==> src/sv/lcd4_pkg.sv <==
// Package for the 4-bit character-LCD bus sequencer.
// Holds the request and branch codes, the control word type, the microcode ROM
// and the entry decoder. It depends on nothing.
package lcd4_pkg;

  localparam int LineCharsDef = 16;
  localparam int PcW          = 5;

  typedef logic [PcW-1:0] pc_t;

  typedef enum logic [2:0] {
    CMD_INIT      = 3'd0,
    CMD_CHAR      = 3'd1,
    CMD_CLEAR     = 3'd2,
    CMD_CURSOR    = 3'd3,
    CMD_BACKLIGHT = 3'd4,
    CMD_POS       = 3'd5
  } cmd_e;

  localparam logic [1:0] OPT_OFF   = 2'd0;
  localparam logic [1:0] OPT_ON    = 2'd1;
  localparam logic [1:0] OPT_ALL   = 2'd0;
  localparam logic [1:0] OPT_LINE1 = 2'd1;
  localparam logic [1:0] OPT_LINE2 = 2'd2;

  typedef enum logic [1:0] {
    BR_NEXT = 2'd0,
    BR_END  = 2'd1,
    BR_LOOP = 2'd2
  } br_e;

  typedef enum logic [1:0] {
    SRC_CONST = 2'd0,
    SRC_CHAR  = 2'd1,
    SRC_POS   = 2'd2
  } src_e;

  typedef enum logic {
    ST_IDLE = 1'b0,
    ST_RUN  = 1'b1
  } seq_state_e;

  typedef struct packed {
    br_e        br;
    src_e       src;
    logic       hi;
    logic       rs;
    logic       strobe;
    logic [3:0] wait_ms;
    logic [7:0] data;
    pc_t        target;
  } word_t;

  typedef struct packed {
    logic  req_load;
    logic  step_load;
    word_t word;
  } dp_ctl_t;

  typedef struct packed {
    logic run;
    pc_t  pc;
  } entry_t;

  localparam logic [7:0] LCD_FUNC_SET  = 8'h28;
  localparam logic [7:0] LCD_DISP_CUR  = 8'h0F;
  localparam logic [7:0] LCD_DISP_NCUR = 8'h0C;
  localparam logic [7:0] LCD_CLEAR     = 8'h01;
  localparam logic [7:0] LCD_ENTRY     = 8'h06;
  localparam logic [7:0] LCD_HOME_POS  = 8'h87;
  localparam logic [7:0] LCD_SPACE     = 8'h20;
  localparam logic [7:0] LCD_WAKE      = 8'h03;
  localparam logic [7:0] LCD_4BIT      = 8'h02;
  localparam logic [7:0] LCD_NONE      = 8'h00;

  localparam pc_t PC_INIT       = 5'd0;
  localparam pc_t PC_CHAR       = 5'd15;
  localparam pc_t PC_CLR_ALL    = 5'd17;
  localparam pc_t PC_CLR_LINE   = 5'd19;
  localparam pc_t PC_SPACE_LOOP = 5'd21;
  localparam pc_t PC_PIN        = 5'd25;
  localparam pc_t PC_CUR_ON     = 5'd26;
  localparam pc_t PC_CUR_OFF    = 5'd28;
  localparam pc_t PC_POS        = 5'd30;

  function automatic word_t mk(br_e br, src_e src, logic hi, logic rs, logic strobe,
                               logic [3:0] wait_ms, logic [7:0] data);
    word_t w;
    w.br      = br;
    w.src     = src;
    w.hi      = hi;
    w.rs      = rs;
    w.strobe  = strobe;
    w.wait_ms = wait_ms;
    w.data    = data;
    w.target  = PC_SPACE_LOOP;
    return w;
  endfunction

  function automatic word_t lcd4_rom(pc_t pc);
    word_t w;
    w = mk(BR_END, SRC_CONST, 1'b0, 1'b0, 1'b0, 4'd1, LCD_NONE);
    case (pc)
      5'd0:  w = mk(BR_NEXT, SRC_CONST, 1'b0, 1'b0, 1'b0, 4'd15, LCD_NONE);
      5'd1:  w = mk(BR_NEXT, SRC_CONST, 1'b0, 1'b0, 1'b1, 4'd5, LCD_WAKE);
      5'd2:  w = mk(BR_NEXT, SRC_CONST, 1'b0, 1'b0, 1'b1, 4'd1, LCD_WAKE);
      5'd3:  w = mk(BR_NEXT, SRC_CONST, 1'b0, 1'b0, 1'b1, 4'd1, LCD_WAKE);
      5'd4:  w = mk(BR_NEXT, SRC_CONST, 1'b0, 1'b0, 1'b1, 4'd1, LCD_4BIT);
      5'd5:  w = mk(BR_NEXT, SRC_CONST, 1'b1, 1'b0, 1'b1, 4'd0, LCD_FUNC_SET);
      5'd6:  w = mk(BR_NEXT, SRC_CONST, 1'b0, 1'b0, 1'b1, 4'd1, LCD_FUNC_SET);
      5'd7:  w = mk(BR_NEXT, SRC_CONST, 1'b1, 1'b0, 1'b1, 4'd0, LCD_DISP_CUR);
      5'd8:  w = mk(BR_NEXT, SRC_CONST, 1'b0, 1'b0, 1'b1, 4'd1, LCD_DISP_CUR);
      5'd9:  w = mk(BR_NEXT, SRC_CONST, 1'b1, 1'b0, 1'b1, 4'd0, LCD_CLEAR);
      5'd10: w = mk(BR_NEXT, SRC_CONST, 1'b0, 1'b0, 1'b1, 4'd2, LCD_CLEAR);
      5'd11: w = mk(BR_NEXT, SRC_CONST, 1'b1, 1'b0, 1'b1, 4'd0, LCD_ENTRY);
      5'd12: w = mk(BR_NEXT, SRC_CONST, 1'b0, 1'b0, 1'b1, 4'd1, LCD_ENTRY);
      5'd13: w = mk(BR_NEXT, SRC_CONST, 1'b1, 1'b0, 1'b1, 4'd0, LCD_HOME_POS);
      5'd14: w = mk(BR_END,  SRC_CONST, 1'b0, 1'b0, 1'b1, 4'd1, LCD_HOME_POS);
      5'd15: w = mk(BR_NEXT, SRC_CHAR,  1'b1, 1'b1, 1'b1, 4'd0, LCD_NONE);
      5'd16: w = mk(BR_END,  SRC_CHAR,  1'b0, 1'b1, 1'b1, 4'd1, LCD_NONE);
      5'd17: w = mk(BR_NEXT, SRC_CONST, 1'b1, 1'b0, 1'b1, 4'd0, LCD_CLEAR);
      5'd18: w = mk(BR_END,  SRC_CONST, 1'b0, 1'b0, 1'b1, 4'd1, LCD_CLEAR);
      5'd19: w = mk(BR_NEXT, SRC_POS,   1'b1, 1'b0, 1'b1, 4'd0, LCD_NONE);
      5'd20: w = mk(BR_NEXT, SRC_POS,   1'b0, 1'b0, 1'b1, 4'd1, LCD_NONE);
      5'd21: w = mk(BR_NEXT, SRC_CONST, 1'b1, 1'b1, 1'b1, 4'd0, LCD_SPACE);
      5'd22: w = mk(BR_LOOP, SRC_CONST, 1'b0, 1'b1, 1'b1, 4'd1, LCD_SPACE);
      5'd23: w = mk(BR_NEXT, SRC_CONST, 1'b1, 1'b1, 1'b1, 4'd0, LCD_SPACE);
      5'd24: w = mk(BR_END,  SRC_CONST, 1'b0, 1'b1, 1'b1, 4'd2, LCD_SPACE);
      5'd25: w = mk(BR_END,  SRC_CONST, 1'b0, 1'b0, 1'b0, 4'd1, LCD_NONE);
      5'd26: w = mk(BR_NEXT, SRC_CONST, 1'b1, 1'b0, 1'b1, 4'd0, LCD_DISP_CUR);
      5'd27: w = mk(BR_END,  SRC_CONST, 1'b0, 1'b0, 1'b1, 4'd1, LCD_DISP_CUR);
      5'd28: w = mk(BR_NEXT, SRC_CONST, 1'b1, 1'b0, 1'b1, 4'd0, LCD_DISP_NCUR);
      5'd29: w = mk(BR_END,  SRC_CONST, 1'b0, 1'b0, 1'b1, 4'd1, LCD_DISP_NCUR);
      5'd30: w = mk(BR_NEXT, SRC_POS,   1'b1, 1'b0, 1'b1, 4'd0, LCD_NONE);
      5'd31: w = mk(BR_END,  SRC_POS,   1'b0, 1'b0, 1'b1, 4'd1, LCD_NONE);
      default: w = mk(BR_END, SRC_CONST, 1'b0, 1'b0, 1'b0, 4'd1, LCD_NONE);
    endcase
    return w;
  endfunction

  function automatic entry_t lcd4_entry(logic [2:0] cmd, logic [1:0] opt);
    entry_t e;
    e.run = 1'b1;
    e.pc  = PC_PIN;
    unique case (cmd_e'(cmd))
      CMD_INIT:      e.pc = PC_INIT;
      CMD_CHAR:      e.pc = PC_CHAR;
      CMD_CLEAR: begin
        if (opt == OPT_ALL) begin
          e.pc = PC_CLR_ALL;
        end else if (opt == OPT_LINE1 || opt == OPT_LINE2) begin
          e.pc = PC_CLR_LINE;
        end
      end
      CMD_CURSOR: begin
        if (opt == OPT_ON) begin
          e.pc = PC_CUR_ON;
        end else if (opt == OPT_OFF) begin
          e.pc = PC_CUR_OFF;
        end
      end
      CMD_BACKLIGHT: e.pc = PC_PIN;
      CMD_POS:       e.pc = PC_POS;
      default:       e.run = 1'b0;
    endcase
    return e;
  endfunction

endpackage

==> src/sv/lcd4_seq.sv <==
// Microcode sequencer: step counter, space loop counter and request handshake.
// Reads the control ROM from lcd4_pkg and drives the datapath through dp_ctl_t.
module lcd4_seq import lcd4_pkg::*; #(
  parameter int LineChars = LineCharsDef
) (
  input  logic       clk_i,
  input  logic       rst_ni,
  input  logic       in_valid_i,
  output logic       in_ready_o,
  input  logic [2:0] cmd_i,
  input  logic [1:0] option_i,
  input  logic       out_valid_i,
  input  logic       out_ready_i,
  output dp_ctl_t    ctl_o
);

  localparam int CntW = $clog2(LineChars - 1);

  seq_state_e      state_q, state_d;
  pc_t             pc_q, pc_d;
  logic [CntW-1:0] cnt_q, cnt_d;
  word_t           word;
  entry_t          ent;
  logic            accept;
  logic            advance;

  assign word   = lcd4_rom(pc_q);
  assign ent    = lcd4_entry(cmd_i, option_i);
  assign accept = in_valid_i && in_ready_o;

  always_comb begin
    state_d = state_q;
    unique case (state_q)
      ST_IDLE: if (accept && ent.run) state_d = ST_RUN;
      ST_RUN:  if (advance && word.br == BR_END) state_d = ST_IDLE;
      default: state_d = ST_IDLE;
    endcase
  end

  always_comb begin
    in_ready_o = 1'b0;
    advance    = 1'b0;
    unique case (state_q)
      ST_IDLE: in_ready_o = 1'b1;
      ST_RUN:  advance    = !out_valid_i || out_ready_i;
      default: in_ready_o = 1'b0;
    endcase
  end

  always_comb begin
    pc_d  = pc_q;
    cnt_d = cnt_q;
    if (accept) begin
      pc_d  = ent.pc;
      cnt_d = '0;
    end else if (advance) begin
      pc_d = pc_q + 1'b1;
      if (word.br == BR_LOOP && cnt_q != CntW'(LineChars - 2)) begin
        pc_d  = word.target;
        cnt_d = cnt_q + 1'b1;
      end
    end
  end

  assign ctl_o.req_load  = accept;
  assign ctl_o.step_load = advance;
  assign ctl_o.word      = word;

  always_ff @(posedge clk_i or negedge rst_ni) begin
    if (!rst_ni) begin
      state_q <= ST_IDLE;
      pc_q    <= '0;
      cnt_q   <= '0;
    end else begin
      state_q <= state_d;
      pc_q    <= pc_d;
      cnt_q   <= cnt_d;
    end
  end

  a_hold_on_stall: assert property (@(posedge clk_i) disable iff (!rst_ni)
    state_q == ST_RUN && out_valid_i && !out_ready_i |=> $stable(pc_q))
    else $error("step advanced while the output was stalled");

  a_cnt_bound: assert property (@(posedge clk_i) disable iff (!rst_ni)
    cnt_q <= CntW'(LineChars - 2))
    else $error("space loop counter out of range");

  a_end_word: assert property (@(posedge clk_i) disable iff (!rst_ni)
    state_q == ST_RUN && advance && word.br != BR_END |=> state_q == ST_RUN)
    else $error("run left before its final step");

endmodule

==> src/sv/lcd4_dp.sv <==
// Datapath: request latches, backlight flag, byte and nibble selection and the
// result register. Controlled by dp_ctl_t from lcd4_seq; types from lcd4_pkg.
module lcd4_dp import lcd4_pkg::*; (
  input  logic       clk_i,
  input  logic       rst_ni,
  input  dp_ctl_t    ctl_i,
  input  logic [2:0] cmd_i,
  input  logic [7:0] char_code_i,
  input  logic [1:0] option_i,
  input  logic       line_sel_i,
  input  logic [5:0] column_i,
  input  logic       out_ready_i,
  output logic       out_valid_o,
  output logic [3:0] nibble_o,
  output logic       reg_select_o,
  output logic       strobe_res_o,
  output logic       backlight_o,
  output logic [3:0] wait_ms_o,
  output logic       last_o
);

  logic       out_valid_q, out_valid_d;
  logic       bl_q, bl_d;
  logic [7:0] char_q;
  logic [7:0] pos_q, pos_d;
  logic [7:0] sel;
  logic [3:0] nibble_q;
  logic       rs_q, strobe_q, bl_out_q, last_q;
  logic [3:0] wait_q;

  always_comb begin
    bl_d = bl_q;
    if (ctl_i.req_load) begin
      if (cmd_i == CMD_INIT) begin
        bl_d = 1'b1;
      end else if (cmd_i == CMD_BACKLIGHT && option_i == OPT_ON) begin
        bl_d = 1'b1;
      end else if (cmd_i == CMD_BACKLIGHT && option_i == OPT_OFF) begin
        bl_d = 1'b0;
      end
    end
  end

  always_comb begin
    if (cmd_i == CMD_CLEAR) begin
      pos_d = {1'b1, option_i == OPT_LINE2, 6'd0};
    end else begin
      pos_d = {1'b1, line_sel_i, column_i};
    end
  end

  always_comb begin
    case (ctl_i.word.src)
      SRC_CHAR: sel = char_q;
      SRC_POS:  sel = pos_q;
      default:  sel = ctl_i.word.data;
    endcase
  end

  always_comb begin
    out_valid_d = out_valid_q;
    if (ctl_i.step_load) begin
      out_valid_d = 1'b1;
    end else if (out_ready_i) begin
      out_valid_d = 1'b0;
    end
  end

  always_ff @(posedge clk_i or negedge rst_ni) begin
    if (!rst_ni) begin
      out_valid_q <= 1'b0;
      bl_q        <= 1'b0;
    end else begin
      out_valid_q <= out_valid_d;
      bl_q        <= bl_d;
    end
  end

  always_ff @(posedge clk_i) begin
    if (ctl_i.req_load) begin
      char_q <= char_code_i;
      pos_q  <= pos_d;
    end
    if (ctl_i.step_load) begin
      nibble_q <= ctl_i.word.hi ? sel[7:4] : sel[3:0];
      rs_q     <= ctl_i.word.rs;
      strobe_q <= ctl_i.word.strobe;
      bl_out_q <= bl_q;
      wait_q   <= ctl_i.word.wait_ms;
      last_q   <= ctl_i.word.br == BR_END;
    end
  end

  assign out_valid_o  = out_valid_q;
  assign nibble_o     = nibble_q;
  assign reg_select_o = rs_q;
  assign strobe_res_o = strobe_q;
  assign backlight_o  = bl_out_q;
  assign wait_ms_o    = wait_q;
  assign last_o       = last_q;

endmodule

==> src/sv/char_lcd_4bit_interface_top.sv <==
// Top level of the 4-bit character-LCD bus sequencer; joins lcd4_seq and lcd4_dp.
// Throughput: one ROM step per cycle while the output is not stalled.
// A request of N results (1 to 34; a reserved command gives none) holds the sequencer until
// its final step loads, and the next request is taken in the cycle after the final step loads.
// The last result waits in the output register while the next request is accepted.
// Reset: backlight flag off, sequencer idle, output register empty.
module char_lcd_4bit_interface_top import lcd4_pkg::*; #(
  parameter int LINE_CHARS = LineCharsDef
) (
  input  logic       clk_i,
  input  logic       rst_ni,
  input  logic       in_valid_i,
  output logic       in_ready_o,
  input  logic [2:0] cmd_i,
  input  logic [7:0] char_code_i,
  input  logic [1:0] option_i,
  input  logic       line_sel_i,
  input  logic [5:0] column_i,
  output logic       out_valid_o,
  input  logic       out_ready_i,
  output logic [3:0] nibble_o,
  output logic       reg_select_o,
  output logic       strobe_res_o,
  output logic       backlight_o,
  output logic [3:0] wait_ms_o,
  output logic       last_o
);

  dp_ctl_t ctl;

  lcd4_seq #(
    .LineChars(LINE_CHARS)
  ) u_seq (
    .clk_i      (clk_i),
    .rst_ni     (rst_ni),
    .in_valid_i (in_valid_i),
    .in_ready_o (in_ready_o),
    .cmd_i      (cmd_i),
    .option_i   (option_i),
    .out_valid_i(out_valid_o),
    .out_ready_i(out_ready_i),
    .ctl_o      (ctl)
  );

  lcd4_dp u_dp (
    .clk_i       (clk_i),
    .rst_ni      (rst_ni),
    .ctl_i       (ctl),
    .cmd_i       (cmd_i),
    .char_code_i (char_code_i),
    .option_i    (option_i),
    .line_sel_i  (line_sel_i),
    .column_i    (column_i),
    .out_ready_i (out_ready_i),
    .out_valid_o (out_valid_o),
    .nibble_o    (nibble_o),
    .reg_select_o(reg_select_o),
    .strobe_res_o(strobe_res_o),
    .backlight_o (backlight_o),
    .wait_ms_o   (wait_ms_o),
    .last_o      (last_o)
  );

endmodule

==> config.mk <==
export PLATFORM = sky130hd
export DESIGN_NAME = char_lcd_4bit_interface_top
export DESIGN_NICKNAME = d
export VERILOG_FILES = /design/src/sv/lcd4_pkg.sv /design/src/sv/lcd4_seq.sv /design/src/sv/lcd4_dp.sv /design/src/sv/char_lcd_4bit_interface_top.sv
export SDC_FILE = /design/constraint.sdc
export NUM_CORES = 1
export LEC_CHECK = 0
export BUFFER_PORTS_ARGS = -buffer_cell sky130_fd_sc_hd__buf_2
export CAP_MARGIN = 0
export CORE_ASPECT_RATIO = 2
export CORE_MARGIN = 5
export CORE_UTILIZATION = 35
export CTS_CLUSTER_SIZE = 40
export DETAILED_ROUTE_END_ITERATION = 10
export GPL_TIMING_DRIVEN = 0
export PLACE_DENSITY_LB_ADDON = 0.3
export SLEW_MARGIN = 20
export SYNTH_ARGS = -nofsm -noshare
export SYNTH_HDL_FRONTEND = slang
export SYNTH_HIERARCHICAL = 1
export SYNTH_SLANG_ARGS = --single-unit
==> constraint.sdc <==
create_clock -name clk_i -period 5.2 [get_ports clk_i]
set_clock_uncertainty 0.05 [all_clocks]
set_input_delay 1.3 -clock clk_i [delete_from_list [all_inputs] [get_ports clk_i]]
set_output_delay 1.3 -clock clk_i [all_outputs]
set_load 0.01 [all_outputs]
Word level (Yosys, flattened, before mapping)

Memories as Yosys holds them, arrays and structs flattened.
Index checks and enable logic that the tools add are counted.

Div/mod/pow operators: 0
Muxes and demuxes: 25
Equality and inequality tests: 12
Reductions and logical operators: 18
Shifts and indexed selects: 0
$mul: 0
$add $sub $neg: 2
Bitwise logic cells: 1
Magnitude comparators: 0

Operator list:

| operator                                             | count |
|---|---|
| two-way mux 5 bit                                    | 5 |
| case mux 5 bit (5 select lines)                      | 1 |
| two-way mux 4 bit                                    | 5 |
| case mux 8 bit (2 select lines)                      | 1 |
| two-way mux 1 bit                                    | 10 |
| two-way mux 7 bit                                    | 1 |
| equality test 2 x 1 -> 1 bit (second input constant) | 3 |
| equality test 2 bit (second input constant)          | 3 |
| equality test 3 x 2 -> 1 bit (second input constant) | 2 |
| equality test 3 bit (second input constant)          | 2 |
| logical AND 1 bit                                    | 6 |
| nonzero test 2 bit                                   | 3 |
| OR reduction 6 bit                                   | 1 |
| adder 5 x 1 -> 5 bit (second input constant)         | 1 |
| adder 4 x 1 -> 4 bit (second input constant)         | 1 |
| inequality test 4 bit (second input constant)        | 1 |
| AND reduction 2 bit                                  | 2 |
| equality test 3 x 1 -> 1 bit (second input constant) | 1 |
| zero test 3 bit                                      | 1 |
| two-way mux 3 bit                                    | 1 |
| nonzero test 3 bit                                   | 1 |
| zero test 2 bit                                      | 1 |
| logical OR 1 bit                                     | 2 |
| case mux 1 bit (2 select lines)                      | 1 |
| 2 further kinds                                      | 2 |

Memory bits (read-only): 544
Output and inout bits: 14
Logic and storage cells: 73
Memory bits (writable): 0
Register bits after elaboration: 40
Memories kept: 1
Bits in latches: 0

Memory list:

| memory           | words | width | read ports | clocked after Yosys merged registers in | write ports | line            | text |
|---|---|---|---|---|---|---|---|
| (name not given) | 32    | 17    | 1          | 0                                       | 0           | lcd4_pkg.sv:103 | `case (pc)` |

Longest topological paths before layout

Depth in word-level cells: 6
Depth in mapped cells: 10
Gate-level depth less buffers: 10

Cells and area by module

Netlist, hierarchy kept.

By module, submodules not included:

| module   | area an instance (sq um) | instances | sequential area each (sq um) | cells each |
|---|---|---|---|---|
| lcd4_seq | 1315.0                   | 1         | 250.2                        | 175 |
| lcd4_dp  | 1199.9                   | 1         | 860.8                        | 76 |

Worst setup path after synthesis

OpenSTA, ideal clock, no wires.

Path kind: reg2reg
Start: register u_seq.pc_q[0]
End: register u_dp.nibble_q[2], in the netlist u_dp/nibble_o[2], data pin
Cell stages (with the launch flop): 11
Buffers on the path: 0
Data arrival time: 2.179 ns
Setup slack: 2.712 ns
Cells stage by stage: dfrtp_1 > inv_1 > ha_1 > ha_1 > nand2_1 > o21ai_0 > inv_1 > ha_1 > nor2_1 > a32o_1 > a21oi_1

RTL lines:

| what                   | line           | text |
|---|---|---|
| start, declared        | lcd4_seq.sv:20 | `pc_t pc_q, pc_d;` |
| start signal, assigned | lcd4_seq.sv:76 | `pc_q <= pc_d;` |
| end signal, assigned   | lcd4_dp.sv:85  | `nibble_q <= ctl_i.word.hi ? sel[7:4] : sel[3:0];` |
| end, declared          | lcd4_dp.sv:27  | `logic [3:0] nibble_q;` |

==> results.toml <==
[run_status]
status = "finished clean"

[timing]
max_freq_ghz = 0.338
setup_viol = 0
fin_crit_sh_pct = 57.0
finalCriticalPeriod_ns = 2.96
whs_ns = 0.457
maxSlewViolCount = 0
rsz0062_at_grt = "false"
hold_viol = 0
tns_ns = 0

[worst_setup_path]
crit_chain = "inv_1, ha_1, ha_1, nand2_1, o21ai_0, inv_1, ha_1, nor2_1, a32o_1, a21oi_1"
critPathBufInv = 2
worst_ep_arrival_time_ns = 3.03
startpoint_type = "flip-flop"
cpPeakStageDelay_ns = 0.49
critPathSlowestCell = "dfrtp_1"
crit_path_end_kind = "flip-flop"
crit_type = "flip-flop to flip-flop"
cp_top_family = "adder cells"
cp_max_fo = 10
critPathRequiredTime_ns = 5.26
cp_common_cell = "ha_1"

[floorplanning]
die_h_um = 129
dieArea_um2 = 8950
io_pins = 38
die_x_um = 69.4
start_util_pct = 35.6
core_um2 = 6940
num_rows = 43

[placed_design]
numPortBuffers = 37
dp.cells = 373
dp_hpwl_mm = 4.17
gp_congestion = 0.901
placed_area_um2 = 2780

[yosys]
netlist_area_um2 = 2470
yosys_warnings = 6
synthCells = 245
synth_area_per_cell_um2 = 10.1

[pwr]
p_leak_nw = 1.24
power.density_nw_per_um2 = 605
ir_worst_vdd_v = 0.000221

[global_route]
overflow = 0
antenna_found_initial = 0
grt_max_degree = 17
grt_pass1_vias = 1959
grt_pass1_wl_mm = 8.97
grt_util_all_layers_pct = 12.7

[finish]
final_util_pct = 42.1
finish.instance_area_um2 = 2920
finalNonFillerCells = 381
final_nets = 335
num_antenna_cells = 0
drive_gt1_share_pct = 20.3
syn_to_final_growth_pct = 18.1

[drt]
viasPerCell = 5.01
drt-wirelength-per-cell_um = 14.0
wl_mm = 5.35
ant_nets = 0
drt_first_iter_violations = 111
vias = 1910
drtPass1Iterations = 4
drc = 0

[cts]
clk_latency_ns = 0.29
cts-root-buf = "clkbuf_16"
cts_buffer_depth = 2
cts_setup_buffers = 0
clk_pin_slew_worst_paths_ns = 0.06
ctsResizeCount = 0
cts.sinks = 39
cts_tree = "yes"
cts_buffers = 5
h-tree-depth = 2
cts_hold_buf = 0

[job]
drv_cap = 0

[worst_hold_path]
hp-class = "flip-flop to flip-flop"
==> registers in the layout, indices dropped and copies added, names as in the netlist <==
register / count
u_seq/pc_q: 5
u_dp/bl_q: 1
u_dp/nibble_o: 4
u_dp/wait_ms_o: 4
u_dp/pos_q: 7
u_seq/cnt_q: 4
u_dp/out_valid_o: 1
u_dp/last_o: 1
u_dp/backlight_o: 1
u_dp/char_q: 8
u_dp/reg_select_o: 1
u_dp/strobe_res_o: 1
u_seq/state_q: 1
==> area by class of cell <==
class	instances	area (um2)
buffer	15	87.6
clock buffer	5	125
clock inverter	3	20.0
fill	691	4020
inverter	19	71.3
multi-input combinational	173	1210
sequential	39	1110
tap	90	113
timing repair buffer	37	185
==> power by group <==
part	leakage [nW]	total (mW)	switching, mW	internal [mW]
sequential	0.407	0.535	0.0576	0.477
combinational	0.764	0.931	0.542	0.389
clock	0.0658	0.302	0.125	0.177
total	1.24	1.77	0.725	1.04
==> cells in the final DEF (no fill, tap or decap), drive strengths merged, types with 3 or more instances in the layout <==
| cell | instances |
|---|---|
| buf | 44 |
| edfxtp | 27 |
| ha | 21 |
| nand2 | 19 |
| inv | 18 |
| o21ai | 17 |
| a21oi | 16 |
| nor2 | 14 |
| clkbuf | 13 |
| dfrtp | 12 |
| nor2b | 9 |
| mux2i | 7 |
| nand3 | 7 |
| a22oi | 5 |
| nand2b | 4 |
| a31oi | 4 |
| a211oi | 4 |
| or3 | 3 |
| o211ai | 3 |
| and3 | 3 |
| nor3b | 3 |
==> layer usage <==
layer | routed length [um] | vias up | share of wire, % | global-route usage (%)
met2 | 3030 | 48 | 57 | 23.7
met5 | 0 | - | 0 | 0
li1 | - | 968 | - | -
met4 | 205 | 0 | 3.8 | 8.52
met3 | 168 | 13 | 3.1 | 2.03
met1 | 1940 | 881 | 36 | 12.7
==> through the flow <==
stage | worst slack, ns | power (mW)
floorplan | 2.71 | 1.23
global placement | 2.31 | 1.46
detailed placement | 2.26 | 1.47
CTS | 2.24 | 1.79
global route | 2.03 | 1.91
finish | 2.24 | 1.77
==> path summary, 6_finish.rpt <==
check / from / end / slack, ns / cells after the start
setup / recovery: u_seq/pc_q[0]$_DFFE_PN0P_ / u_dp/nibble_o[2]$_DFFE_PP_ / 2.24 / 10
hold / removal: u_dp/out_valid_o$_DFFE_PN0P_ / u_dp/out_valid_o$_DFFE_PN0P_ / 0.46 / 1
setup reg to reg: u_seq/pc_q[0]$_DFFE_PN0P_ / u_dp/nibble_o[2]$_DFFE_PP_ / 2.24 / 10
hold reg to reg: u_dp/out_valid_o$_DFFE_PN0P_ / u_dp/out_valid_o$_DFFE_PN0P_ / 0.46 / 1
max in group asynchronous: rst_ni / u_seq/pc_q[2]$_DFFE_PN0P_ / 4.03 / 1
min in group asynchronous: rst_ni / u_seq/pc_q[3]$_DFFE_PN0P_ / 0.84 / 1
No activity file was read; power rests on OpenSTA's default activity.
